--- src/rtl/cbis_pkg.sv ---
// Shared types and constants for the CBOR item skipper.
`timescale 1ns / 1ps
`default_nettype none

package cbis_pkg;

	localparam int MAX_DEPTH_DEF = 16;

	typedef enum logic [1:0] {
		ST_IDLE,
		ST_EXEC,
		ST_POP
	} fsm_t;

	typedef enum logic [1:0] {
		PH_HEAD,
		PH_ARG,
		PH_PAYLOAD
	} phase_t;

	localparam logic [1:0] STAT_BUSY    = 2'd0;
	localparam logic [1:0] STAT_DONE    = 2'd1;
	localparam logic [1:0] STAT_ERROR   = 2'd2;
	localparam logic [1:0] STAT_IGNORED = 2'd3;

	localparam logic [1:0] ERR_NONE  = 2'd0;
	localparam logic [1:0] ERR_INFO  = 2'd1;
	localparam logic [1:0] ERR_DEPTH = 2'd2;
	localparam logic [1:0] ERR_TRUNC = 2'd3;

	localparam logic [2:0] MAJ_UINT   = 3'd0;
	localparam logic [2:0] MAJ_NINT   = 3'd1;
	localparam logic [2:0] MAJ_BYTES  = 3'd2;
	localparam logic [2:0] MAJ_TEXT   = 3'd3;
	localparam logic [2:0] MAJ_ARRAY  = 3'd4;
	localparam logic [2:0] MAJ_MAP    = 3'd5;
	localparam logic [2:0] MAJ_TAG    = 3'd6;
	localparam logic [2:0] MAJ_SIMPLE = 3'd7;

	localparam logic [4:0] INFO_ARG_FIRST = 5'd24;
	localparam logic [4:0] INFO_RESERVED  = 5'd28;

	// One open container on the stack.
	typedef struct packed {
		logic [63:0] items_left;
		logic        pair_half;
		logic        map_flag;
	} stk_entry_t;

endpackage

`default_nettype wire

--- src/rtl/cbis_ram.sv ---
// Generic single-port-write, single-port-read RAM with registered read.
`timescale 1ns / 1ps
`default_nettype none

module cbis_ram #(
	parameter int WIDTH = 8,
	parameter int DEPTH = 16,
	localparam int ADDR_W = (DEPTH > 1) ? $clog2(DEPTH) : 1
) (
	input  wire logic              clk,
	input  wire logic              wr_en,
	input  wire logic [ADDR_W-1:0] wr_addr,
	input  wire logic [WIDTH-1:0]  wr_data,
	input  wire logic [ADDR_W-1:0] rd_addr,
	output logic      [WIDTH-1:0]  rd_data
);

	logic [WIDTH-1:0] mem [DEPTH];

	always_ff @(posedge clk) begin
		if (wr_en) begin
			mem[wr_addr] <= wr_data;
		end
		rd_data <= mem[rd_addr];
	end

endmodule

`default_nettype wire

--- src/rtl/cbor_item_skipper_core.sv ---
// CBOR item skipper: byte-serial parser that reports where a top-level item ends.
//
//  channel | handshake          | payload
//  --------+--------------------+----------------------------------------
//  in      | in_valid, in_stall | data_byte, last_byte
//  out     | out_valid, out_stall | status, nesting_depth, error_kind
//
// Each byte is accepted while the stack top is read, then executed against the RAM
// read data. Each container closed with another one still open below it adds an
// ST_POP step for the read of that entry (single read port).
// Reset clears the control state; stack RAM contents are left as they are.
// A result waiting on out_stall holds the final execute step, input stays stalled.
`timescale 1ns / 1ps
`default_nettype none

module cbor_item_skipper_core #(
	parameter int MAX_DEPTH = cbis_pkg::MAX_DEPTH_DEF
) (
	input  wire logic       clk,
	input  wire logic       arst_n,
	input  wire logic       in_valid,
	output logic            in_stall,
	input  wire logic [7:0] data_byte,
	input  wire logic       last_byte,
	output logic            out_valid,
	input  wire logic       out_stall,
	output logic [1:0]      status,
	output logic [4:0]      nesting_depth,
	output logic [1:0]      error_kind
);

	import cbis_pkg::*;

	localparam int STK_DEPTH = MAX_DEPTH - 1;
	localparam int AW        = (STK_DEPTH > 1) ? $clog2(STK_DEPTH) : 1;
	localparam int SPW       = $clog2(MAX_DEPTH);
	localparam int XW        = SPW + AW;
	localparam int EW        = $bits(stk_entry_t);

	fsm_t             state_q, state_d;
	phase_t           phase_q, phase_d;
	logic [3:0]       arg_left_q, arg_left_d;
	logic [63:0]      arg_q, arg_d;
	logic [63:0]      pay_left_q, pay_left_d;
	logic [2:0]       major_q, major_d;
	logic [SPW-1:0]   sp_q, sp_d;
	logic             err_q, err_d;
	logic [7:0]       byte_q;
	logic             last_q;

	logic             out_valid_q;
	logic [1:0]       status_q, res_status;
	logic [4:0]       depth_q, res_depth;
	logic [1:0]       kind_q, res_kind;

	stk_entry_t       top_rd;
	stk_entry_t       wr_entry;
	logic [EW-1:0]    rd_raw;
	logic             wr_req, wr_en;
	logic [AW-1:0]    wr_addr, rd_addr;

	logic             accept, out_free, final_step, commit, pop_more;
	logic             busy_state;

	assign accept   = in_valid && !in_stall;
	assign out_free = !out_valid_q || !out_stall;
	assign busy_state = (state_q == ST_EXEC) || (state_q == ST_POP);
	assign commit   = busy_state && (!final_step || out_free);
	assign wr_en    = wr_req && commit;
	assign top_rd   = stk_entry_t'(rd_raw);

	cbis_ram #(
		.WIDTH(EW),
		.DEPTH(STK_DEPTH)
	) u_stack (
		.clk    (clk),
		.wr_en  (wr_en),
		.wr_addr(wr_addr),
		.wr_data(EW'(wr_entry)),
		.rd_addr(rd_addr),
		.rd_data(rd_raw)
	);

	// Read next entry down when a cascade goes on, else the current top.
	always_comb begin
		logic [XW-1:0] sp_x;
		logic [XW-1:0] ra_x;
		sp_x    = XW'(sp_q);
		ra_x    = pop_more ? (sp_x - XW'(2)) : (sp_x - XW'(1));
		rd_addr = ra_x[AW-1:0];
	end

	// Datapath: one byte step, or one cascade step, against the stack top.
	always_comb begin
		logic          do_head;
		logic          do_item;
		logic          do_reset;
		logic [63:0]   v;
		logic [2:0]    maj;
		logic [4:0]    info;
		logic [63:0]   items_dec;
		logic [1:0]    st;
		logic [1:0]    kind;
		logic [XW-1:0] sp_x;
		logic [XW-1:0] wa_x;
		logic [SPW+4:0] depth_x;

		do_head    = 1'b0;
		do_item    = 1'b0;
		do_reset   = 1'b0;
		v          = 64'd0;
		maj        = major_q;
		info       = byte_q[4:0];
		items_dec  = top_rd.items_left - 64'd1;
		st         = STAT_BUSY;
		kind       = ERR_NONE;
		sp_x       = XW'(sp_q);
		wa_x       = sp_x - XW'(1);
		depth_x    = '0;

		phase_d    = phase_q;
		arg_left_d = arg_left_q;
		arg_d      = arg_q;
		pay_left_d = pay_left_q;
		major_d    = major_q;
		sp_d       = sp_q;
		err_d      = err_q;
		wr_req     = 1'b0;
		wr_entry   = top_rd;
		pop_more   = 1'b0;
		final_step = 1'b1;
		res_status = STAT_BUSY;
		res_kind   = ERR_NONE;
		res_depth  = 5'd0;

		if (state_q == ST_EXEC && err_q) begin
			res_status = STAT_IGNORED;
			do_reset   = last_q;
		end else if (busy_state) begin
			if (state_q == ST_POP) begin
				do_item = 1'b1;
			end else begin
				case (phase_q)
					PH_ARG: begin
						arg_d      = {arg_q[55:0], byte_q};
						arg_left_d = arg_left_q - 4'd1;
						if (arg_left_d == 4'd0) begin
							phase_d = PH_HEAD;
							do_head = 1'b1;
							v       = arg_d;
						end
					end
					PH_PAYLOAD: begin
						pay_left_d = pay_left_q - 64'd1;
						if (pay_left_d == 64'd0) begin
							phase_d = PH_HEAD;
							do_item = 1'b1;
						end
					end
					default: begin
						maj     = byte_q[7:5];
						major_d = byte_q[7:5];
						phase_d = PH_HEAD;
						if (info >= INFO_RESERVED || maj == MAJ_TAG) begin
							kind = ERR_INFO;
						end else if (info < INFO_ARG_FIRST) begin
							do_head = 1'b1;
							v       = 64'(info);
						end else begin
							arg_left_d = 4'd1 << info[1:0];
							arg_d      = 64'd0;
							phase_d    = PH_ARG;
						end
					end
				endcase

				if (do_head) begin
					case (maj)
						MAJ_UINT, MAJ_NINT, MAJ_SIMPLE: begin
							do_item = 1'b1;
						end
						MAJ_BYTES, MAJ_TEXT: begin
							if (v == 64'd0) begin
								do_item = 1'b1;
							end else begin
								pay_left_d = v;
								phase_d    = PH_PAYLOAD;
							end
						end
						MAJ_ARRAY, MAJ_MAP: begin
							if (v == 64'd0) begin
								do_item = 1'b1;
							end else if (sp_x >= XW'(MAX_DEPTH - 1)) begin
								kind = ERR_DEPTH;
							end else begin
								wr_req              = 1'b1;
								wa_x                = sp_x;
								wr_entry.items_left = v;
								wr_entry.pair_half  = 1'b0;
								wr_entry.map_flag   = (maj == MAJ_MAP);
								sp_d                = sp_q + SPW'(1);
							end
						end
						default: begin
							kind = ERR_INFO;
						end
					endcase
				end
			end

			// Count a finished item against the open container; close it when its items run out.
			if (do_item) begin
				if (sp_q == '0) begin
					st = STAT_DONE;
				end else if (top_rd.map_flag && !top_rd.pair_half) begin
					wr_req             = 1'b1;
					wr_entry.pair_half = 1'b1;
				end else if (items_dec != 64'd0) begin
					wr_req              = 1'b1;
					wr_entry.items_left = items_dec;
					wr_entry.pair_half  = 1'b0;
				end else begin
					sp_d = sp_q - SPW'(1);
					if (sp_d == '0) begin
						st = STAT_DONE;
					end else begin
						pop_more   = 1'b1;
						final_step = 1'b0;
					end
				end
			end

			if (kind == ERR_NONE && st == STAT_BUSY && last_q && final_step) begin
				kind = ERR_TRUNC;
			end

			if (kind != ERR_NONE) begin
				res_status = STAT_ERROR;
				res_kind   = kind;
				if (last_q) begin
					do_reset = 1'b1;
				end else begin
					err_d = 1'b1;
				end
			end else begin
				res_status = st;
				depth_x    = (SPW + 5)'(sp_d);
				res_depth  = depth_x[4:0];
			end
		end

		if (do_reset) begin
			phase_d    = PH_HEAD;
			arg_left_d = 4'd0;
			arg_d      = 64'd0;
			pay_left_d = 64'd0;
			major_d    = MAJ_UINT;
			sp_d       = '0;
			err_d      = 1'b0;
		end

		wr_addr = wa_x[AW-1:0];
	end

	// Next state.
	always_comb begin
		state_d = state_q;
		case (state_q)
			ST_IDLE: begin
				if (accept) begin
					state_d = ST_EXEC;
				end
			end
			ST_EXEC, ST_POP: begin
				if (commit) begin
					state_d = final_step ? ST_IDLE : ST_POP;
				end
			end
			default: begin
				state_d = ST_IDLE;
			end
		endcase
	end

	// Handshake outputs.
	always_comb begin
		in_stall = (state_q != ST_IDLE);
		out_valid = out_valid_q;
		status = status_q;
		nesting_depth = depth_q;
		error_kind = kind_q;
	end

	always_ff @(posedge clk or negedge arst_n) begin
		if (!arst_n) begin
			state_q     <= ST_IDLE;
			phase_q     <= PH_HEAD;
			arg_left_q  <= 4'd0;
			arg_q       <= 64'd0;
			pay_left_q  <= 64'd0;
			major_q     <= MAJ_UINT;
			sp_q        <= '0;
			err_q       <= 1'b0;
			out_valid_q <= 1'b0;
		end else begin
			state_q <= state_d;
			if (commit) begin
				phase_q    <= phase_d;
				arg_left_q <= arg_left_d;
				arg_q      <= arg_d;
				pay_left_q <= pay_left_d;
				major_q    <= major_d;
				sp_q       <= sp_d;
				err_q      <= err_d;
			end
			if (commit && final_step) begin
				out_valid_q <= 1'b1;
			end else if (!out_stall) begin
				out_valid_q <= 1'b0;
			end
		end
	end

	always_ff @(posedge clk) begin
		if (accept) begin
			byte_q <= data_byte;
			last_q <= last_byte;
		end
		if (commit && final_step) begin
			status_q <= res_status;
			depth_q  <= res_depth;
			kind_q   <= res_kind;
		end
	end

endmodule

`default_nettype wire

--- config.mk ---
export PLATFORM = sky130hd
export DESIGN_NAME = cbor_item_skipper_core
export DESIGN_NICKNAME = d
export VERILOG_FILES = /design/src/rtl/cbis_pkg.sv /design/src/rtl/cbis_ram.sv /design/src/rtl/cbor_item_skipper_core.sv
export SDC_FILE = /design/constraint.sdc
export NUM_CORES = 2
export LEC_CHECK = 0
export BUFFER_PORTS_ARGS = -buffer_cell sky130_fd_sc_hd__buf_4
export CORE_UTILIZATION = 60
export DETAILED_ROUTE_END_ITERATION = 16
export HOLD_SLACK_MARGIN = 0.06
export PLACE_DENSITY = 0.76
export SLEW_MARGIN = 20
export SYNTH_ARGS = -nofsm -noshare
export SYNTH_HDL_FRONTEND = slang
export SYNTH_SLANG_ARGS = --single-unit
--- constraint.sdc ---
create_clock -name clk -period 12.4 [get_ports clk]
set_clock_uncertainty 0.15 [all_clocks]
set_input_delay 1.24 -clock clk [delete_from_list [all_inputs] [get_ports clk]]
set_output_delay 1.24 -clock clk [all_outputs]
set_load 0.03 [all_outputs]
# Yosys cells after proc, flatten, opt, wreduce, memory -nomap -nowiden

Memory sizes are Yosys's and may differ from the RTL's. A register that Yosys moved wholly into a read port is not among the register bits.
Cells that the tools add are included.

Add/sub/neg operators: 7
$mul: 0
Divide/modulo/power cells: 0
Order comparisons: 3
Eq/ne operators: 20
Shift operators: 1
Mux-type cells: 158
Bitwise gates (word level): 2
Reduce and logical (&&, ||, !) cells: 47

Operators with widths:

| cell                    | number |
|---|---|
| $mux W64                | 13 |
| $mux W66                | 7 |
| $mux W56                | 6 |
| $mux W65                | 3 |
| $logic_not A64 Y1       | 2 |
| $pmux W64 S2            | 1 |
| $sub A64 B1 Y64 const B | 2 |
| $pmux W56 S2            | 1 |
| $mux W4                 | 26 |
| $reduce_bool A64 Y1     | 1 |
| $mux W1                 | 59 |
| $mux W2                 | 29 |
| $mux W3                 | 5 |
| $eq A3 B3 Y1 const B    | 4 |
| $logic_not A4 Y1        | 3 |
| $pmux W2 S2             | 3 |
| $sub A4 B1 Y4 const B   | 3 |
| $mux W5                 | 2 |
| $reduce_or A2 Y1        | 5 |
| $logic_and A1 B1 Y1     | 9 |
| $reduce_or A3 Y1        | 3 |
| $ne A2 B1 Y1 const B    | 4 |
| $pmux W4 S2             | 1 |
| $reduce_bool A2 Y1      | 4 |
| 25 further kinds        | 42 |

Register bits after elaboration: 155
Latch bits: 0
RAM bits: 990
ROM bits: 0
Input bits: 13
Output and inout bits: 11
Logic and storage cells: 254
Memories: 1

Memories:

| memory      | depth | bits a word | read ports | clocked after Yosys merged registers in | wr ports | RTL line       | source |
|---|---|---|---|---|---|---|---|
| u_stack.mem | 15    | 66          | 1          | 1                                       | 1        | cbis_ram.sv:18 | `logic [WIDTH-1:0] mem [DEPTH];` |

# Longest topological paths before layout

Word-level depth: 30
Depth in mapped cells: 23
Depth with buffers taken out: 15

# Modules after synthesis

Synthesis repeated with hierarchy kept, for this count alone.

Cell total of the unflattened synthesis: 3602
Area, all modules: 52472.8 sq um

Modules (own cells, without submodules):

| module                 | times used | cells an instance | area each (sq um) | sequential area each (sq um) |
|---|---|---|---|---|
| cbis_ram               | 1          | 1821              | 38798.5           | 31049.8 |
| cbor_item_skipper_core | 1          | 1781              | 13674.4           | 3938.8 |

# Worst setup path after synthesis

No wires, ideal clock.

Path type: register -> register
Start: register u_stack.rd_data[2], read port of u_stack.mem
End: memory u_stack.mem[4][0] (netlist name), enable pin
Setup time: 491 ps
Data arrival time: 6904 ps
Required time: 11759 ps
Slack: 4855 ps
Cell stages (with the launch flop): 21
Path buffers: 5
Period minus slack after synthesis: 7545 ps
Path through: dfxtp_1 > clkbuf_1 > inv_1 > ha_1 > clkbuf_1 > nor4b_4 > nand3_1 > or4_1 > buf_2 > nor4_2 > xor2_1 > nor3_1 > and4_1 > clkbuf_1 > and2_1 > buf_6 > a21oi_1 > or4_1 > nor2b_1 > nand2_1 > nor2_1

Longest elaborated chain between the ends: 16
Elaborated cells between the ends (all ways): 22
Those cells by class: add/sub: 1; mux: 16; reduce/logical: 5

RTL lines:

| element                           | RTL line                      | source |
|---|---|---|
| from (decl)                       | cbis_ram.sv:15                | `output logic [WIDTH-1:0] rd_data` |
| $sub A64 B1 Y64 (*)               | cbor_item_skipper_core.sv:114 | `items_dec = top_rd.items_left - 64'd1;` |
| $reduce_bool A64 Y1 (*)           | cbor_item_skipper_core.sv:218 | `end else if (items_dec != 64'd0) begin` |
| $mux W1                           | cbor_item_skipper_core.sv:218 |  |
| $mux W1                           | cbor_item_skipper_core.sv:215 | `end else if (top_rd.map_flag && !top_rd.pair_half) begin` |
| $mux W1                           | cbor_item_skipper_core.sv:213 | `if (sp_q == '0) begin` |
| $mux W1                           | cbor_item_skipper_core.sv:212 | `if (do_item) begin` |
| $mux W1                           | cbor_item_skipper_core.sv:139 | `end else if (busy_state) begin` |
| $mux W1                           | cbor_item_skipper_core.sv:136 | `if (state_q == ST_EXEC && err_q) begin` |
| $mux W1                           | cbor_item_skipper_core.sv:139 |  |
| $mux W1                           | cbor_item_skipper_core.sv:136 |  |
| $logic_not A1 Y1                  | cbor_item_skipper_core.sv:68  | `assign commit = busy_state && (!final_step \|\| out_free);` |
| $logic_or A1 B1 Y1                | cbor_item_skipper_core.sv:68  |  |
| $logic_and A1 B1 Y1               | cbor_item_skipper_core.sv:68  |  |
| $logic_and A1 B1 Y1 (*)           | cbor_item_skipper_core.sv:69  | `assign wr_en = wr_req && commit;` |
| $mux W1 (*)                       | cbis_ram.sv:21                | `if (wr_en) begin` |
| $mux W1 (not written as such) (*) | cbis_ram.sv:22                | `mem[wr_addr] <= wr_data;` |
| to (decl)                         | cbis_ram.sv:18                |  |

Every way passes the cells marked *; elsewhere a longest branch is shown, timed or not. The select of a mux whose other input is x is not followed.

# Worst setup path in the final report

Start: register pay_left_q[3]
End: register u_stack.rd_data[6], read port of u_stack.mem

Longest elaborated chain between the ends: 14

RTL lines:

| element                | RTL line                                                     | source |
|---|---|---|
| from (decl)            | cbor_item_skipper_core.sv:44                                 | `logic [63:0] pay_left_q, pay_left_d;` |
| from (signal assigned) | cbor_item_skipper_core.sv:311                                | `pay_left_q <= pay_left_d;` |
| $sub A64 B1 Y64 (*)    | cbor_item_skipper_core.sv:154                                | `pay_left_d = pay_left_q - 64'd1;` |
| $logic_not A64 Y1 (*)  | cbor_item_skipper_core.sv:155                                | `if (pay_left_d == 64'd0) begin` |
| $mux W1 (*)            | cbor_item_skipper_core.sv:155                                |  |
| $mux W1 (*)            | cbor_item_skipper_core.sv:143                                | `case (phase_q)` |
| $mux W1                | cbor_item_skipper_core.sv:183, cbor_item_skipper_core.sv:191 |  |
| $pmux W1 S2            | cbor_item_skipper_core.sv:178                                | `case (maj)` |
| $mux W1 (*)            | cbor_item_skipper_core.sv:177                                | `if (do_head) begin` |
| $mux W1 (*)            | cbor_item_skipper_core.sv:140                                | `if (state_q == ST_POP) begin` |
| $mux W1 (*)            | cbor_item_skipper_core.sv:139                                |  |
| $mux W1 (*)            | cbor_item_skipper_core.sv:136                                |  |
| $mux W1 (*)            | cbor_item_skipper_core.sv:212                                |  |
| $mux W1 (*)            | cbor_item_skipper_core.sv:139                                |  |
| $mux W1 (*)            | cbor_item_skipper_core.sv:136                                |  |
| $mux W4 (*)            | cbor_item_skipper_core.sv:89                                 | `ra_x = pop_more ? (sp_x - XW'(2)) : (sp_x - XW'(1));` |

Marked as above.
A chain may end at the register's enable or synchronous reset.

==> impl_metrics.csv <==
group,metric,value,unit
status,status,"complete, no violations",
clocking,cts_hold_buf,0,
worst_setup_path,path_common_cell,"buf_4",
detailed_routing,vias,45640,
clocking,insertion_delay,0.74,ns
floorplanning,die_area,0.09812,mm^2
synthesis,syn-cell-area,0.05812,mm^2
grt,grt_pass1_vias,43540,
layout,final_cells,6184,
clocking,ctsLongestPathBuffers,3,
sta,tns,0,ns
floorplanning,fp.dieW,313.2,um
synthesis,post-synth-top-area-cell,"edfxtp_1",
clocking,cts_resized,0,
synthesis,synth_area_leaders,"edfxtp_1 (52%), dfrtp_1 (5.9%), mux2i_1 (4.5%)",
synthesis,synth.avg_cell_area,11.83,um^2
sta,worst_pin_slew,1.265,ns
layout,num-fill-cells,6824,
sta,layout_setup_ws,4.090,ns
grt,antenna_found_initial,7,
detailed_routing,drc,0,
layout,layout_commonest_cell,"edfxtp_1",
clocking,htree_num_levels,3,
clocking,post_cts_buffers,0,
synthesis,synth_top_cell_area_share,52.02,%
sta,finalCritPeriodShare,67.01,%
sta,fin_crit,8.310,ns
sta,report.final.slew_viol_count,0,
clocking,cts.sinks,1210,
sta,clock.fmax,0.1203,GHz
worst_setup_path,required,12.88,ns
synthesis,yosys_warnings,0,
worst_setup_path,worstPathArrival,8.79,ns
worst_setup_path,worstPathMaxFanout,63,
placement,hpwl,117300,um
detailed_routing,vias_per_cell,7.380,
worst_setup_path,crit_slowest_cell,"nor4_2",
floorplanning,initial_utilization,60.90,%
worst_setup_path,start_kind,"register",
worst_setup_path,worstRegToRegCells,16,
detailed_routing,dr.pass1.iters,8,
detailed_routing,initialDrtViolationCount,6740,
sta,max_slew_margin,15.44,%
synthesis,synth_fp_nets,4946,
worst_setup_path,critPathCaptureType,"register",
worst_setup_path,critPathTopFamily,"simple AND/OR/NAND/NOR gates",
placement,port_buffers,22,
sta,rsz0062_at_grt,"no",
floorplanning,core,0.09544,mm^2
placement,gp_congestion,1.046,
grt,grt_use_total,38.85,%
placement,place_ws,4.367,ns
synthesis,synth_sequential_area_ratio,60.20,%
power,vdd_drop_max,0.2076,mV
sta,whs,0.3447,ns
power,p_leak,22.09,nW
flow_run,cap_violations,0,
synthesis,ys_ff_latch,1210,
synthesis,synth.distinct_cells,97,
layout,layout.nets,4839,
floorplanning,ios,24,
power,powerDensity,323.6,mW/mm^2
worst_setup_path,path_buf_inv,3,
synthesis,synthArstFlopShare,11.32,%
grt,overflow,0,
sta,setup_viol,0,
floorplanning,rows,113,
hold_path,hold_path.class,"reg2reg",
worst_setup_path,critPathMaxStageDelay,0.84,ns
power,p_total,0.02066,W
floorplanning,fp.dieH,313.2,um
grt,grt_start_max_net_pins,138,
placement,post-place-cells,5949,
clocking,clockRootBuffer,"clkbuf_16",
layout,syn_to_final_growth,9.829,%
worst_setup_path,crit_path_cell_trace,"nor3_1, nand2_1, nor2_1, or4b_1, a2111oi_2, nand4_1, nor4_2, o21a_2, nand2_8, buf_4, buf_4, o21ai_4, buf_4, o22ai_1, o21ai_0, o32a_1",
clocking,cts_made_buffers,120,
synthesis,synth_edf_count,1007,
detailed_routing,wirelength,194200,um
layout,drive_above_1_share,11.34,%
clocking,cts_tree,"yes",
layout,mostFrequentLayoutCells,"edfxtp_1 (1,007), nand2_1 (398), a21oi_1 (349), nor2_1 (284), mux2i_1 (260)",
grt,grt_pass1_wl,282000,um
detailed_routing,drtAntennaViolNets,0,
worst_setup_path,cp.depth,16,
synthesis,synth_ff_type,"edfxtp_1",
detailed_routing,routedWlPerCell,31.40,um
hold_path,min_path_cells,2,
clocking,clkTransAtPathRegs,0.06,ns
worst_setup_path,critical_path_class,"reg2reg",
synthesis,netlist_instances,4914,
sta,hold_viol,0,
power by group:
part / total [W] / internal (W) / leakage (nW) / switching [W]
Clock: 0.00373 / 0.00215 / 1.98 / 0.00158
Combinational: 0.0106 / 0.00320 / 8.59 / 0.00738
Sequential: 0.00634 / 0.00571 / 11.5 / 0.000627
layer usage:
layer  vias to the layer above  GRT usage (%)  share of wire (%)
met5                         -              0              0.020
met4                         6          19.77                5.5
met3                       672          8.952                 13
met2                      3494          59.12                 45
met1                     22380          52.63                 37
li1                      19090              -                  -
flip-flops by register name, summed over array words and instances, names as in the netlist:
register / cells
u_stack.mem: 990
u_stack.rd_data: 66
pay_left_q: 64
arg_q: 56
byte_q: 8
arg_left_q: 4
nesting_depth: 4
sp_q: 4
major_q: 3
error_kind: 2
phase_q: 2
state_q: 2
status: 2
err_q: 1
last_q: 1
out_valid: 1
final timing paths:
check / start / slack (ns) / endpoint
max in group asynchronous: arst_n / 10.51 / sp_q[1]
min in group asynchronous: arst_n / 0.37 / pay_left_q[42]
hold / removal: major_q[0] / 0.34 / major_q[0]
setup reg to reg: pay_left_q[3] / 4.09 / u_stack.rd_data[6]
hold reg to reg: major_q[0] / 0.34 / major_q[0]
setup / recovery: pay_left_q[3] / 4.09 / u_stack.rd_data[6]
synthesized netlist by cell type, types with 55 or more instances:
master / n
clkbuf_1: 279
a22o_1: 84
o21ai_0: 260
dfrtp_1: 137
nor4_1: 100
nand2_1: 400
a31oi_1: 61
a21oi_1: 349
edfxtp_1: 1007
mux2i_1: 260
dfxtp_1: 66
a211oi_1: 92
nor2_1: 302
nor3_1: 240
or3_1: 82
o22ai_1: 181
nand3_1: 55
buf_2: 72
cell families (layout without fill, tap and decap cells):
| logic type | count (synthesis) | after routing | synth area share [%] |
|---|---|---|---|
| AOI/OAI and AO/OA | 1417 | 1417 | 16.12 |
| xor gates and xnor gates | 41 | 41 | 0.6178 |
| adders and majority gates | 19 | 19 | 0.4090 |
| buffers and inverters | 435 | 434 | 3.080 |
| DFF | 1210 | 1210 | 60.20 |
| muxes | 362 | 362 | 7.403 |
| other | 1 | 7 | 0.006452 |
| and+or+nand+nor | 1429 | 1429 | 12.17 |
per-stage QoR:
step / util [%] / area (um^2)
3_5_place_dp: 62.59 / 59740
6_report: 66.89 / 63840
5_1_grt: 66.88 / 63820
2_1_floorplan: - / 58120
4_1_cts: 66.83 / 63780
3_3_place_gp: 62.56 / 59700
worst register-to-register path, cell delays in order (launching register included):
cell and delay [ns]:
dfrtp_1 0.47, nor3_1 0.57, nand2_1 0.47, nor2_1 0.49
or4b_1 0.50, a2111oi_2 0.47, nand4_1 0.22, nor4_2 0.84
o21a_2 0.64, nand2_8 0.47, buf_4 0.60, buf_4 0.44
o21ai_4 0.59, buf_4 0.65, o22ai_1 0.18, o21ai_0 0.19
o32a_1 0.28
cell type report:
class / instances / area [um^2] / share of cell area (%)
flip-flops and latches: 1210 / 35000 / 54.82
multi-input cells: 3269 / 21760 / 34.09
clock buffers: 169 / 3379 / 5.294
well taps: 1265 / 1583 / 2.479
repair buffers: 164 / 1276 / 1.999
clock inverters: 59 / 668.1 / 1.047
inverters: 42 / 160.2 / 0.2509
diodes: 6 / 15.01 / 0.02352
(Power assumes the default switching activity.)
